## src/rtl/ddf_pkg.sv

```systemverilog
// ----------------------------------------------------------------------------
// ddf_pkg
// Shared types, widths and helpers for the decimal digit display framer.
// ----------------------------------------------------------------------------
package ddf_pkg;

	localparam int VALUE_W     = 31;
	localparam int COUNT_W     = 4;
	localparam int MAX_DIGITS  = 8;
	localparam int BCD_W       = 4 * MAX_DIGITS;
	localparam int IDX_W       = 3;
	localparam int FRAME_W     = 16;
	localparam int IN_DATA_W   = 40;
	localparam int DIGITS_DEF  = 8;
	localparam int STAGE_STEPS = 8;
	localparam int DAB_STAGES  = (VALUE_W + STAGE_STEPS - 1) / STAGE_STEPS;

	localparam logic [7:0] BLANK_CODE = 8'd15;

	// One number on its way through the converter
	typedef struct packed {
		logic [BCD_W-1:0]   bcd;
		logic [VALUE_W-1:0] bin;
		logic [COUNT_W-1:0] count;
		logic               ovf;
	} ddf_item_t;

	function automatic logic [31:0] pow10(input int n);
		logic [31:0] r;
		r = 32'd1;
		for (int i = 0; i < n; i++) begin
			r = r * 32'd10;
		end
		return r;
	endfunction

endpackage

```

## src/rtl/ddf_dabble_stage.sv

```systemverilog
// ----------------------------------------------------------------------------
// ddf_dabble_stage
// One registered slice of the shift-and-add-3 binary to BCD converter.
// ----------------------------------------------------------------------------
module ddf_dabble_stage #(
	parameter int STEPS = 8
) (
	input  logic                clk,
	input  logic                arst_n,
	input  logic                in_valid,
	output logic                in_ready,
	input  ddf_pkg::ddf_item_t  in_item,
	output logic                out_valid,
	input  logic                out_ready,
	output ddf_pkg::ddf_item_t  out_item
);
	import ddf_pkg::*;

	ddf_item_t work;
	ddf_item_t item_s1;
	logic      valid_s1;

	// add 3 to every digit of five or more, then shift one bit in
	always_comb begin
		work = in_item;
		for (int s = 0; s < STEPS; s++) begin
			for (int d = 0; d < MAX_DIGITS; d++) begin
				if (work.bcd[4*d +: 4] >= 4'd5) begin
					work.bcd[4*d +: 4] = work.bcd[4*d +: 4] + 4'd3;
				end
			end
			work.bcd = {work.bcd[BCD_W-2:0], work.bin[VALUE_W-1]};
			work.bin = {work.bin[VALUE_W-2:0], 1'b0};
		end
	end

	assign in_ready  = !valid_s1 || out_ready;
	assign out_valid = valid_s1;
	assign out_item  = item_s1;

	always_ff @(posedge clk or negedge arst_n) begin
		if (!arst_n) begin
			valid_s1 <= 1'b0;
		end else if (in_ready) begin
			valid_s1 <= in_valid;
		end
	end

	always_ff @(posedge clk) begin
		if (in_ready && in_valid) begin
			item_s1 <= work;
		end
	end

endmodule

```

## src/rtl/ddf_serializer.sv

```systemverilog
// ----------------------------------------------------------------------------
// ddf_serializer
// Unrolls one converted number into its run of display frames.
// ----------------------------------------------------------------------------
module ddf_serializer #(
	parameter int DIGITS = ddf_pkg::DIGITS_DEF
) (
	input  logic                        clk,
	input  logic                        arst_n,
	input  logic                        in_valid,
	output logic                        in_ready,
	input  ddf_pkg::ddf_item_t          in_item,
	output logic                        m_tvalid,
	input  logic                        m_tready,
	output logic [ddf_pkg::FRAME_W-1:0] m_tdata,
	output logic                        m_tlast,
	output logic                        m_tuser
);
	import ddf_pkg::*;

	logic                busy_q;
	logic [IDX_W-1:0]    idx_q;
	logic [BCD_W-1:0]    digits_q;
	logic [COUNT_W-1:0]  count_q;
	logic                ovf_q;
	logic                emit;
	logic                last_idx;
	logic                take;
	logic [7:0]          code;

	assign emit     = busy_q && (!m_tvalid || m_tready);
	assign last_idx = (idx_q == IDX_W'(DIGITS - 1));
	assign in_ready = !busy_q || (emit && last_idx);
	assign take     = in_ready && in_valid;
	assign code     = ({1'b0, idx_q} < count_q) ? {4'b0, digits_q[3:0]} : BLANK_CODE;

	always_ff @(posedge clk or negedge arst_n) begin
		if (!arst_n) begin
			busy_q   <= 1'b0;
			idx_q    <= '0;
			m_tvalid <= 1'b0;
		end else begin
			if (take) begin
				busy_q <= 1'b1;
				idx_q  <= '0;
			end else if (emit) begin
				busy_q <= !last_idx;
				idx_q  <= idx_q + 1'b1;
			end
			if (emit) begin
				m_tvalid <= 1'b1;
			end else if (m_tready) begin
				m_tvalid <= 1'b0;
			end
		end
	end

	always_ff @(posedge clk) begin
		if (take) begin
			digits_q <= in_item.bcd;
			count_q  <= in_item.count;
			ovf_q    <= in_item.ovf;
		end else if (emit) begin
			digits_q <= {4'b0, digits_q[BCD_W-1:4]};
		end
		if (emit) begin
			m_tdata <= {8'(idx_q) + 8'd1, code};
			m_tlast <= last_idx;
			m_tuser <= last_idx && ovf_q;
		end
	end

endmodule

```

## src/rtl/decimal_digit_display_framer.sv

```systemverilog
// ----------------------------------------------------------------------------
// decimal_digit_display_framer
// Converts a binary number to decimal and frames it for a digit display.
// ----------------------------------------------------------------------------
// Output: DIGITS frames per number, one a cycle while m_tready is high; the
//   single frame port sets the pace, the converter itself takes a number
//   every cycle unless the stage after it stalls.
// Reset: arst_n clears all valid bits and the frame counter; no data is lost
//   on stalls, no clearing pass is needed.
module decimal_digit_display_framer #(
	parameter int DIGITS = ddf_pkg::DIGITS_DEF
) (
	input  logic                          clk,
	input  logic                          arst_n,
	input  logic                          s_tvalid,
	output logic                          s_tready,
	// [30:0] value, [34:31] digit_count, [39:35] zero
	input  logic [ddf_pkg::IN_DATA_W-1:0] s_tdata,
	output logic                          m_tvalid,
	input  logic                          m_tready,
	// [15:0] frame: [15:8] digit address, [7:0] code (15 = blank)
	output logic [ddf_pkg::FRAME_W-1:0]   m_tdata,
	output logic                          m_tlast,
	// [0] overflow, set on the last frame only
	output logic                          m_tuser
);
	import ddf_pkg::*;

	// value at or above this needs more digits than the display has
	localparam logic [31:0] OVF_LIMIT = pow10(DIGITS);

	logic [VALUE_W-1:0] in_value;
	logic [COUNT_W-1:0] in_count;
	logic [COUNT_W-1:0] sat_count;

	ddf_item_t item_s1;
	logic      valid_s1;

	ddf_item_t chain_item  [DAB_STAGES+1];
	logic      chain_valid [DAB_STAGES+1];
	logic      chain_ready [DAB_STAGES+1];

	assign in_value  = s_tdata[VALUE_W-1:0];
	assign in_count  = s_tdata[VALUE_W +: COUNT_W];
	// clip the digit count to the display width
	assign sat_count = (in_count > COUNT_W'(DIGITS)) ? COUNT_W'(DIGITS) : in_count;

	// Stage 1: capture the beat, clip the count and flag overflow up front
	assign s_tready = !valid_s1 || chain_ready[0];

	always_ff @(posedge clk or negedge arst_n) begin
		if (!arst_n) begin
			valid_s1 <= 1'b0;
		end else if (s_tready) begin
			valid_s1 <= s_tvalid;
		end
	end

	always_ff @(posedge clk) begin
		if (s_tready && s_tvalid) begin
			item_s1.bcd   <= '0;
			item_s1.bin   <= in_value;
			item_s1.count <= sat_count;
			item_s1.ovf   <= ({1'b0, in_value} >= OVF_LIMIT);
		end
	end

	assign chain_item[0]  = item_s1;
	assign chain_valid[0] = valid_s1;

	// Conversion stages: each one consumes up to STAGE_STEPS value bits.
	// BCD keeps eight digits; anything above drops, overflow already covers it.
	for (genvar g = 0; g < DAB_STAGES; g++) begin : g_dab
		localparam int LEFT  = VALUE_W - g * STAGE_STEPS;
		localparam int STEPS = (LEFT < STAGE_STEPS) ? LEFT : STAGE_STEPS;

		ddf_dabble_stage #(
			.STEPS(STEPS)
		) u_stage (
			.clk      (clk),
			.arst_n   (arst_n),
			.in_valid (chain_valid[g]),
			.in_ready (chain_ready[g]),
			.in_item  (chain_item[g]),
			.out_valid(chain_valid[g+1]),
			.out_ready(chain_ready[g+1]),
			.out_item (chain_item[g+1])
		);
	end

	// Frame output: hold one number, advance one position per accepted beat
	ddf_serializer #(
		.DIGITS(DIGITS)
	) u_ser (
		.clk      (clk),
		.arst_n   (arst_n),
		.in_valid (chain_valid[DAB_STAGES]),
		.in_ready (chain_ready[DAB_STAGES]),
		.in_item  (chain_item[DAB_STAGES]),
		.m_tvalid (m_tvalid),
		.m_tready (m_tready),
		.m_tdata  (m_tdata),
		.m_tlast  (m_tlast),
		.m_tuser  (m_tuser)
	);

endmodule
```

## config.mk

```make
export PLATFORM = sky130hd
export DESIGN_NAME = decimal_digit_display_framer
export DESIGN_NICKNAME = d
export VERILOG_FILES = /design/src/rtl/ddf_pkg.sv /design/src/rtl/ddf_dabble_stage.sv /design/src/rtl/ddf_serializer.sv /design/src/rtl/decimal_digit_display_framer.sv
export SDC_FILE = /design/constraint.sdc
export NUM_CORES = 1
export LEC_CHECK = 0
export BUFFER_PORTS_ARGS = -buffer_cell sky130_fd_sc_hd__buf_4
export CORE_UTILIZATION = 45
export DETAILED_ROUTE_END_ITERATION = 12
export PLACE_DENSITY = 0.63
export SLEW_MARGIN = 25
export SYNTH_ARGS = -nofsm -noshare
export SYNTH_HDL_FRONTEND = slang
export SYNTH_SLANG_ARGS = --single-unit
```

## constraint.sdc

```tcl
create_clock -name clk -period 6.5 [get_ports clk]
set_clock_uncertainty 0.05 [all_clocks]
set_input_delay 0.975 -clock clk [delete_from_list [all_inputs] [get_ports clk]]
set_output_delay 0.975 -clock clk [all_outputs]
set_load 0.05 [all_outputs]
```

# Yosys cells after proc, flatten, opt, wreduce, memory -nomap -nowiden
# Index checks and enable logic that the tools add are counted.
[totals]
in_bits = 44
register_bits = 290
output_inout_bits = 20
[classes]
n_eq_ne = 1
muxes = 220
order_cmp = 215
n_addsub = 214
reduce_logical = 26
[op_table]
columns = ["cell", "count"]
rows = [
  [">= comparator 4 x 3 -> 1 bit, second input constant", 204],
  ["2-to-1 mux 4 bit", 188],
  ["adder 4 x 2 -> 4 bit, second input constant", 182],
  ["2-to-1 mux 3 bit", 25],
  ["adder 3 x 2 -> 3 bit, second input constant", 22],
  ["2-to-1 mux 32 bit", 2],
  [">= comparator 31 x 27 -> 1 bit, second input constant", 1],
  ["adder 1 x 2 -> 3 bit, second input constant", 7],
  [">= comparator 1 x 3 -> 1 bit, second input constant", 7],
  ["logical AND 1 bit", 9],
  ["logical NOT 1 bit", 8],
  ["logical OR 1 bit", 7],
  ["2-to-1 mux 1 bit", 5],
  ["adder 3 x 1 -> 4 bit, second input constant", 1],
  ["greater-than comparator 4 bit, second input constant", 1],
  ["less-than comparator 3 x 4 -> 1 bit", 1],
  ["nonzero test 2 bit", 2],
  ["adder 1 x 2 -> 3 bit, both inputs constant", 1],
  ["adder 3 x 1 -> 3 bit, second input constant", 1],
  ["equality test 3 bit, second input constant", 1],
  [">= comparator 1 x 3 -> 1 bit, both inputs constant", 1],
]

# Longest topological paths before layout
# Gate-level depths: netlist (run 1).
[logic_depth]
depth_word = 16
ltp_mapped = 38
depth_no_buf = 37

# Hierarchy
# From an unflattened synthesis (run 1), not the netlist that was laid out.
[unflattened]
cells_unflattened = 5571
area_unflattened_um2 = 46269.4
[by_module_without_submodules]
columns = ["mod", "cells_per_inst", "area_per_inst_um2", "n_inst"]
rows = [
  ["ddf_dabble_stage at g_dab[0].u_stage ...", 1377, 10999.3, 3],
  ["ddf_dabble_stage at g_dab[3].u_stage", 1249, 9706.8, 1],
  ["ddf_serializer", 132, 2319.7, 1],
  ["decimal_digit_display_framer", 59, 1244.9, 1],
]

# Worst setup path after synthesis (run 1)
# OpenSTA, ideal clock, no wires.
[synth_path]
path_kind = "reg2reg"
start = "register g_dab[1].u_stage.item_s1, in the netlist g_dab[1].u_stage.out_item[36]"
end = "register g_dab[2].u_stage.item_s1, in the netlist g_dab[2].u_stage.out_item[41], data pin"
stages_incl_launch_ff = 34
setup_time_ps = 266
t_arrival_ps = 6705
slack_ps = -521
required_time_ps = 6184
n_path_buf = 3
path_cell_list = "edfxtp_1 clkbuf_1 inv_1 ha_1 buf_4 and2b_4 nor3_2 or2_1 buf_6 ha_1 o311a_1 a311o_1 nor3_1 or2_1 inv_1 ha_1 or3_1 a21oi_1 nor4_1 o32ai_1 nand2_1 a22oi_1 inv_1 ha_1 o21bai_1 a31oi_1 inv_1 ha_1 nor3_1 a211o_1 a22oi_1 nor2_1 o21ai_1 xor2_1"
[synth_lines]
columns = ["item", "line_no", "rtl"]
rows = [
  ["from (decl)", "ddf_dabble_stage.sv:20", "ddf_item_t item_s1;"],
  ["from (signal assigned)", "ddf_dabble_stage.sv:51", "item_s1 <= work;"],
  ["to (signal assigned)", "ddf_dabble_stage.sv:51", ""],
  ["to (decl)", "ddf_dabble_stage.sv:20", ""],
]

==> results of run 1 <==
critical path, delay by kind of cell (launching register included):
kind	cells	cell delay [ps]
multiplexers	3	880
adder cells (fa/ha/maj)	5	890
AND/OR/NAND/NOR	8	2140
AO/OA/AOI/OAI	9	1630
flip-flops	1	380
buffers and inverters	4	260
final timing paths:
check,startpoint,to,slack (ps),cells past startpoint
hold / removal,arst_n,g_dab[0].u_stage.out_valid$_DFFE_PN0P_,180,1
setup / recovery,g_dab[1].u_stage.out_item[48]$_DFFE_PP_,g_dab[2].u_stage.out_item[59]$_DFFE_PP_,10,29
hold reg to reg,chain_item[295]$_DFFE_PP_,g_dab[0].u_stage.out_item[31]$_DFFE_PP_,360,0
max in group asynchronous,arst_n,u_ser.idx_q[0]$_DFFE_PN0P_,6050,1
setup reg to reg,g_dab[1].u_stage.out_item[48]$_DFFE_PP_,g_dab[2].u_stage.out_item[59]$_DFFE_PP_,10,29
min in group clk,chain_item[295]$_DFFE_PP_,g_dab[0].u_stage.out_item[31]$_DFFE_PP_,360,0
metal layers:
layer,track usage,vias up,share of wire
met5,0,-,0
met4,0.0435,0,0.019
met3,0.0179,68,0.025
met2,0.335,296,0.52
met1,0.214,10100,0.44
li1,-,10800,-
cell usage in the layout, fill, tap and decap left out, types with 76 or more instances in the layout:
cell / synthesis / final
edfxtp_1: 242 / 242
mux2i_1: 123 / 98
a21oi_1: 169 / 134
ha_1: 196 / 130
nand2b_1: 80 / 76
buf_4: 12 / 343
nand2_1: 277 / 271
o21ai_0: 150 / 123
nor2_1: 195 / 181
inv_1: 202 / 174
repair_timing:
| item | in CTS | in global routing |
|---|---|---|
| pin swaps | 19 | 149 |
| gates resized for setup | 72 | 354 |
| hold endpoints to repair | 0 | 0 |
| setup buffers | 17 | 111 |
| setup endpoints to repair | 53 | 71 |
registers in the layout, indices dropped and copies added (netlist names), 3 cells and up:
register,count
g_dab.u_stage.out_item,159
u_ser.digits_q,32
chain_item,36
u_ser.idx_q,3
u_ser.count_q,4
g_dab.u_stage.out_valid,4
u_ser.m_tdata,8
through the flow:
| stage | utilization | cells | setup TNS [ps] | setup WS, ps |
|---|---|---|---|---|
| 2_1_floorplan | - | 2769 | -5.11 | -5.11 |
| 3_3_place_gp | 0.506 | 3613 | -16.9 | -16.9 |
| 3_5_place_dp | 0.506 | 3613 | -5760 | -427 |
| 4_1_cts | 0.530 | 3681 | -42.8 | -25.1 |
| 5_1_grt | 0.575 | 3791 | -4630 | -294 |
| 6_report | 0.575 | 3791 | 0 | 10.7 |
cell families (layout without fill, tap and decap cells):
group,after synthesis,after routing
AO/OA/AOI/OAI,820,820
AND/OR/NAND/NOR,908,908
multiplexers,179,179
buffers and inverters,283,617
adder cells (fa/ha/maj),201,201
XOR/XNOR,118,118
other,1,8
flip-flops,252,252
layout make-up:
class	count	area [um^2]
Clock inverter	17	179
Sequential cell	252	7520
Multi-Input combinational cell	2234	17800
Fill cell	4503	22600
Clock buffer	34	723
Tap cell	688	861
Timing Repair Buffer	347	2620
Inverter	219	825
==> metrics.csv, run 1 <==
stage,metric,value,unit
timing,hold_viol,0,
placement,place.gp.congestion,0.829,
logic_synthesis,synth_cells,2762,
logic_synthesis,synthTopCellsByCount,"277 x nand2_1, 242 x edfxtp_1, 202 x inv_1",
timing,holdWs,179,ps
placement,placed_area,26800,um^2
logic_synthesis,synth_compound_area_frac,0.234,
route,drc,0,
clock_network,clock-root-buffer,clkbuf_16,
flow_run,max_cap_violations,0,
critical_path,crit_path_start_kind,flip-flop,
final_layout,diodes,0,
logic_synthesis,async_flop_share,0.0397,
route,via_per_inst,5.61,
logic_synthesis,synth_top_cell_by_area,edfxtp_1,
timing,finalCriticalPeriod,6490,ps
clock_network,holdBufCountCts,0,
route,wirelength,53.8,mm
clock_network,cts_max_level,1,
logic_synthesis,syn_area_per_cell,8.84,um^2
critical_path,cpPeakStageDelay,500,ps
global_route,grt_max_degree,44,
global_route,grtUsageTotal,0.178,
logic_synthesis,synth_seq_area_share,0.308,
floorplanning,boundaryPins,64,
timing,setup_violations,0,
route,drt_iter0_drc,1080,
logic_synthesis,synth_ff_type,edfxtp_1,
critical_path,path_common_cell,inv_2,
worst_hold_path,hold_path_class,primary input to async pin,
logic_synthesis,yosysUniqueCellTypes,130,
logic_synthesis,synth_top_family_by_area,compound AO/OA/AOI/OAI gates,
logic_synthesis,ys_ff_latch,252,
global_route,grt.overflow.total,0,
floorplanning,initial_core_util,0.460,
floorplanning,core-area,53100,um^2
clock_network,cts_buffer_depth,3,
clock_network,clock_latency,580,ps
timing,rsz0062_at_grt,true,
logic_synthesis,synth_area_leaders,"edfxtp_1 30%, ha_1 10%, mux2i_1 5.0%, nand2_1 4.3%, a21oi_1 3.5%",
floorplanning,fp-row-count,84,
timing,relSlewSlack,0.345,
final_layout,postLayoutCellArea,30500,um^2
critical_path,path_max_fanout,7,
clock_network,numCtsBuffers,28,
logic_synthesis,synth.area.mux_share,0.0774,
floorplanning,dieWidth,235,um
route,vias,21300,
critical_path,cp_data_arrival_time,6750,ps
timing,fmax,154,MHz
floorplanning,die_area,55200,um^2
timing,worst_slew_pin_slew,978,ps
logic_synthesis,synth_top_cell_area_share,0.298,
timing,post-route-period-util,0.998,
timing,drv_slew,0,
logic_synthesis,yosys.area_share.xor_xnor,0.0463,
critical_path,crit_path_top_delay_cell,or4b_1,
global_route,first_global_vias,20100,
global_route,antenna_found_initial,0,
critical_path,cp-end-kind,flip-flop,
clock_network,path_clk_slew,70,ps
critical_path,path_class,flip-flop to flip-flop,
critical_path,required,6760,ps
floorplanning,die_h,235,um
logic_synthesis,yosys_warnings,0,
logic_synthesis,synth-simple-area-share,0.185,
route,wire_per_inst,14.2,um
final_layout,nNetsFinal,3322,
logic_synthesis,synth_edf_count,242,
final_layout,syn2layout_area_growth,25.0,%
placement,port-buffer-count,50,
clock_network,cts.sinks,252,
logic_synthesis,synth_fa_ha_area_frac,0.103,
global_route,grt_pass1_wl,86.5,mm
logic_synthesis,yosysMostFrequentCell,nand2_1,
route,antenna_left,0,
logic_synthesis,syn_area,24400,um^2
clock_network,cts_tree,built,
route,drt_first_pass_iters,5,
final_layout,drive_above_1_share,0.294,
status,status,"finished, final reports clean",
placement,dp_hpwl,39.0,mm
Power of run 1 is left out: the tool's default activity adds up to more than one toggle a clock period on the data nets, which glitch-free logic cannot reach.
==> run 2, diff against run 1 <==
Settings changed: ABC_AREA from default to 1, CAP_MARGIN from default to 30.
==> metrics.csv, run 2 <==
stage,metric,value,unit,change
status,status,"finished, final reports clean",,
timing,hold_viol,0,,unchanged
clock_network,numCtsBuffers,28,,unchanged
logic_synthesis,synth_top_cell_area_share,0.319,,+0.0210
logic_synthesis,synth_ff_type,edfxtp_1,,
timing,post-route-period-util,0.959,,-0.0397
global_route,antenna_found_initial,0,,unchanged
logic_synthesis,synth_cells,3058,,+11%
global_route,grtUsageTotal,0.158,,-0.0192
critical_path,cp_data_arrival_time,6510,ps,-240 ps
critical_path,crit_path_top_delay_cell,edfxtp_1,,
timing,setup_violations,0,,unchanged
route,wire_per_inst,10.7,um,-24%
logic_synthesis,synth_top_cell_by_area,edfxtp_1,,
logic_synthesis,syn_area_per_cell,7.46,um^2,-16%
clock_network,cts_tree,built,,
clock_network,clock-root-buffer,clkbuf_16,,
logic_synthesis,synth_edf_count,242,,unchanged
clock_network,cts_buffer_depth,3,,unchanged
clock_network,holdBufCountCts,0,,unchanged
floorplanning,boundaryPins,64,,unchanged
final_layout,final_common_cell,nand2_1,,
timing,finalCriticalPeriod,6230,ps,-258 ps
clock_network,path_clk_slew,60,ps,about the same
logic_synthesis,ys_ff_latch,252,,unchanged
floorplanning,core-area,50100,um^2,-5.7%
global_route,grt_pass1_wl,71.0,mm,-18%
final_layout,nNetsFinal,3423,,+3.0%
worst_hold_path,hold_path_class,primary input to async pin,,
final_layout,diodes,0,,unchanged
timing,relSlewSlack,0.500,,+0.155
route,antenna_left,0,,unchanged
critical_path,path_common_cell,inv_2,,
global_route,grt_max_degree,44,,unchanged
floorplanning,dieWidth,227,um,-3.3%
route,drc,0,,unchanged
logic_synthesis,synth_seq_area_share,0.330,,+0.0217
global_route,gr-usage-met2,0.321,,-0.0135
logic_synthesis,yosysMostFrequentCell,nand2_1,,
route,vias,18700,,-12%
route,wirelength,41.6,mm,-23%
floorplanning,die_h,227,um,-3.3%
floorplanning,fp-row-count,82,,-2.4%
route,drt_first_pass_iters,6,,+1
critical_path,crit_path_start_kind,flip-flop,,
floorplanning,die_area,51600,um^2,-6.5%
clock_network,clock_latency,580,ps,about the same
placement,dp_hpwl,32.5,mm,-17%
logic_synthesis,yosysUniqueCellTypes,57,,-56%
critical_path,path_max_fanout,4,,-3
route,drt_iter0_drc,587,,-46%
logic_synthesis,async_flop_share,0.0397,,unchanged
final_layout,final_util,0.523,,-0.0517
clock_network,cts.sinks,252,,unchanged
critical_path,path_class,flip-flop to flip-flop,,
global_route,grt.overflow.total,0,,unchanged
global_route,met1_usage,0.166,,-0.0474
logic_synthesis,synthTopCellsByCount,"817 x nand2_1, 593 x inv_1, 242 x edfxtp_1",,
final_layout,largest_reg_flops,159,,unchanged
logic_synthesis,synth_area_leaders,"edfxtp_1 32%, nand2_1 13%, ha_1 11%, inv_1 9.8%, nand3_1 4.0%",,
critical_path,cpPeakStageDelay,430,ps,-70 ps
global_route,grtUsageMet3,0.0201,,+0.00228
global_route,grt-busiest-layer,met2,,
logic_synthesis,syn_area,22800,um^2,-6.6%
clock_network,cts_max_level,1,,unchanged
floorplanning,initial_core_util,0.455,,-0.00443
placement,port-buffer-count,50,,unchanged
critical_path,cp-end-kind,flip-flop,,
final_layout,layout_common_cells,"789 x nand2_1, 565 x inv_1, 242 x edfxtp_1",,
timing,fmax,160,MHz,+4.1%
final_layout,syn2layout_area_growth,14.9,%,
timing,drv_slew,0,,unchanged
final_layout,drive_above_1_share,0.203,,-0.0905
logic_synthesis,yosys_warnings,0,,unchanged
timing,worst_slew_pin_slew,742,ps,-237 ps
critical_path,required,6780,ps,+20 ps
flow_run,max_cap_violations,0,,unchanged
global_route,first_global_vias,17900,,-11%
placement,place.gp.congestion,0.836,,+0.80%
route,via_per_inst,4.83,,-14%
[run 2: kinds of logic after synthesis]
family                   Yosys count  share of synthesized area
adder cells (fa/ha/maj)          196                      0.108
buffers and inverters            639                      0.107
XOR/XNOR                         108                     0.0456
multiplexers                       2                   0.000878
other                              1                   0.000164
AO/OA/AOI/OAI                    370                     0.0963
AND/OR/NAND/NOR                 1490                      0.313
flip-flops                       252                      0.330
[run 2: timing repair]
action,CTS,global route
setup endpoints to repair,17,45
gates resized for setup,10,195
buffers inserted,2,41
pin swaps,1,78
cloned,0,0
endpoints found under the hold margin,0,0
[run 2: area by class of cell]
class,count,area (um^2)
Fill cell,4652,23900
Clock buffer,30,708
Multi-Input combinational cell,2174,13700
Inverter,623,2340
Clock inverter,22,293
Timing Repair Buffer,104,801
Tap cell,672,841
Sequential cell,252,7520
[run 2: stage by stage]
stage	worst slack (ps)	hold WS, ps	cell area, um^2	cells	TNS, ps
floorplan	542	350	22800	3065	0
global placement	54.4	351	24000	3780	0
detailed placement	-208	355	24100	3781	-1240
CTS	7.64	127	25100	3835	0
global route	-152	136	26200	3877	-1300
finish	269	166	26200	3877	0
[run 2: per-layer routing]
layer	vias up	part of all wire
met3	62	0.020
met1	8525	0.42
met5	-	0
met2	140	0.54
li1	10000	-
met4	0	0.025
[run 2: path summary, 6_finish.rpt]
path	start	end	slack, ps	depth (start not counted)
hold / removal	arst_n	u_ser.idx_q[0]$_DFFE_PN0P_	170	1
setup reg to reg	g_dab[2].u_stage.out_item[40]$_DFFE_PP_	g_dab[3].u_stage.out_item[45]$_DFFE_PP_	270	40
setup / recovery	g_dab[2].u_stage.out_item[40]$_DFFE_PP_	g_dab[3].u_stage.out_item[45]$_DFFE_PP_	270	40
hold reg to reg	g_dab[0].u_stage.out_item[22]$_DFFE_PP_	g_dab[1].u_stage.out_item[30]$_DFFE_PP_	360	0
max in group asynchronous	arst_n	u_ser.idx_q[2]$_DFFE_PN0P_	6090	1
min in group clk	g_dab[0].u_stage.out_item[22]$_DFFE_PP_	g_dab[1].u_stage.out_item[30]$_DFFE_PP_	360	0
[run 2: critical path, delay by kind of cell, from the launching register on]
kind,cells,cell delay (ps)
AO/OA/AOI/OAI,7,1040
XOR/XNOR,7,1450
adder cells (fa/ha/maj),7,1340
buffers and inverters,10,660
flip-flops,1,430
AND/OR/NAND/NOR,9,1030
Power of run 2 is left out for the same reason.
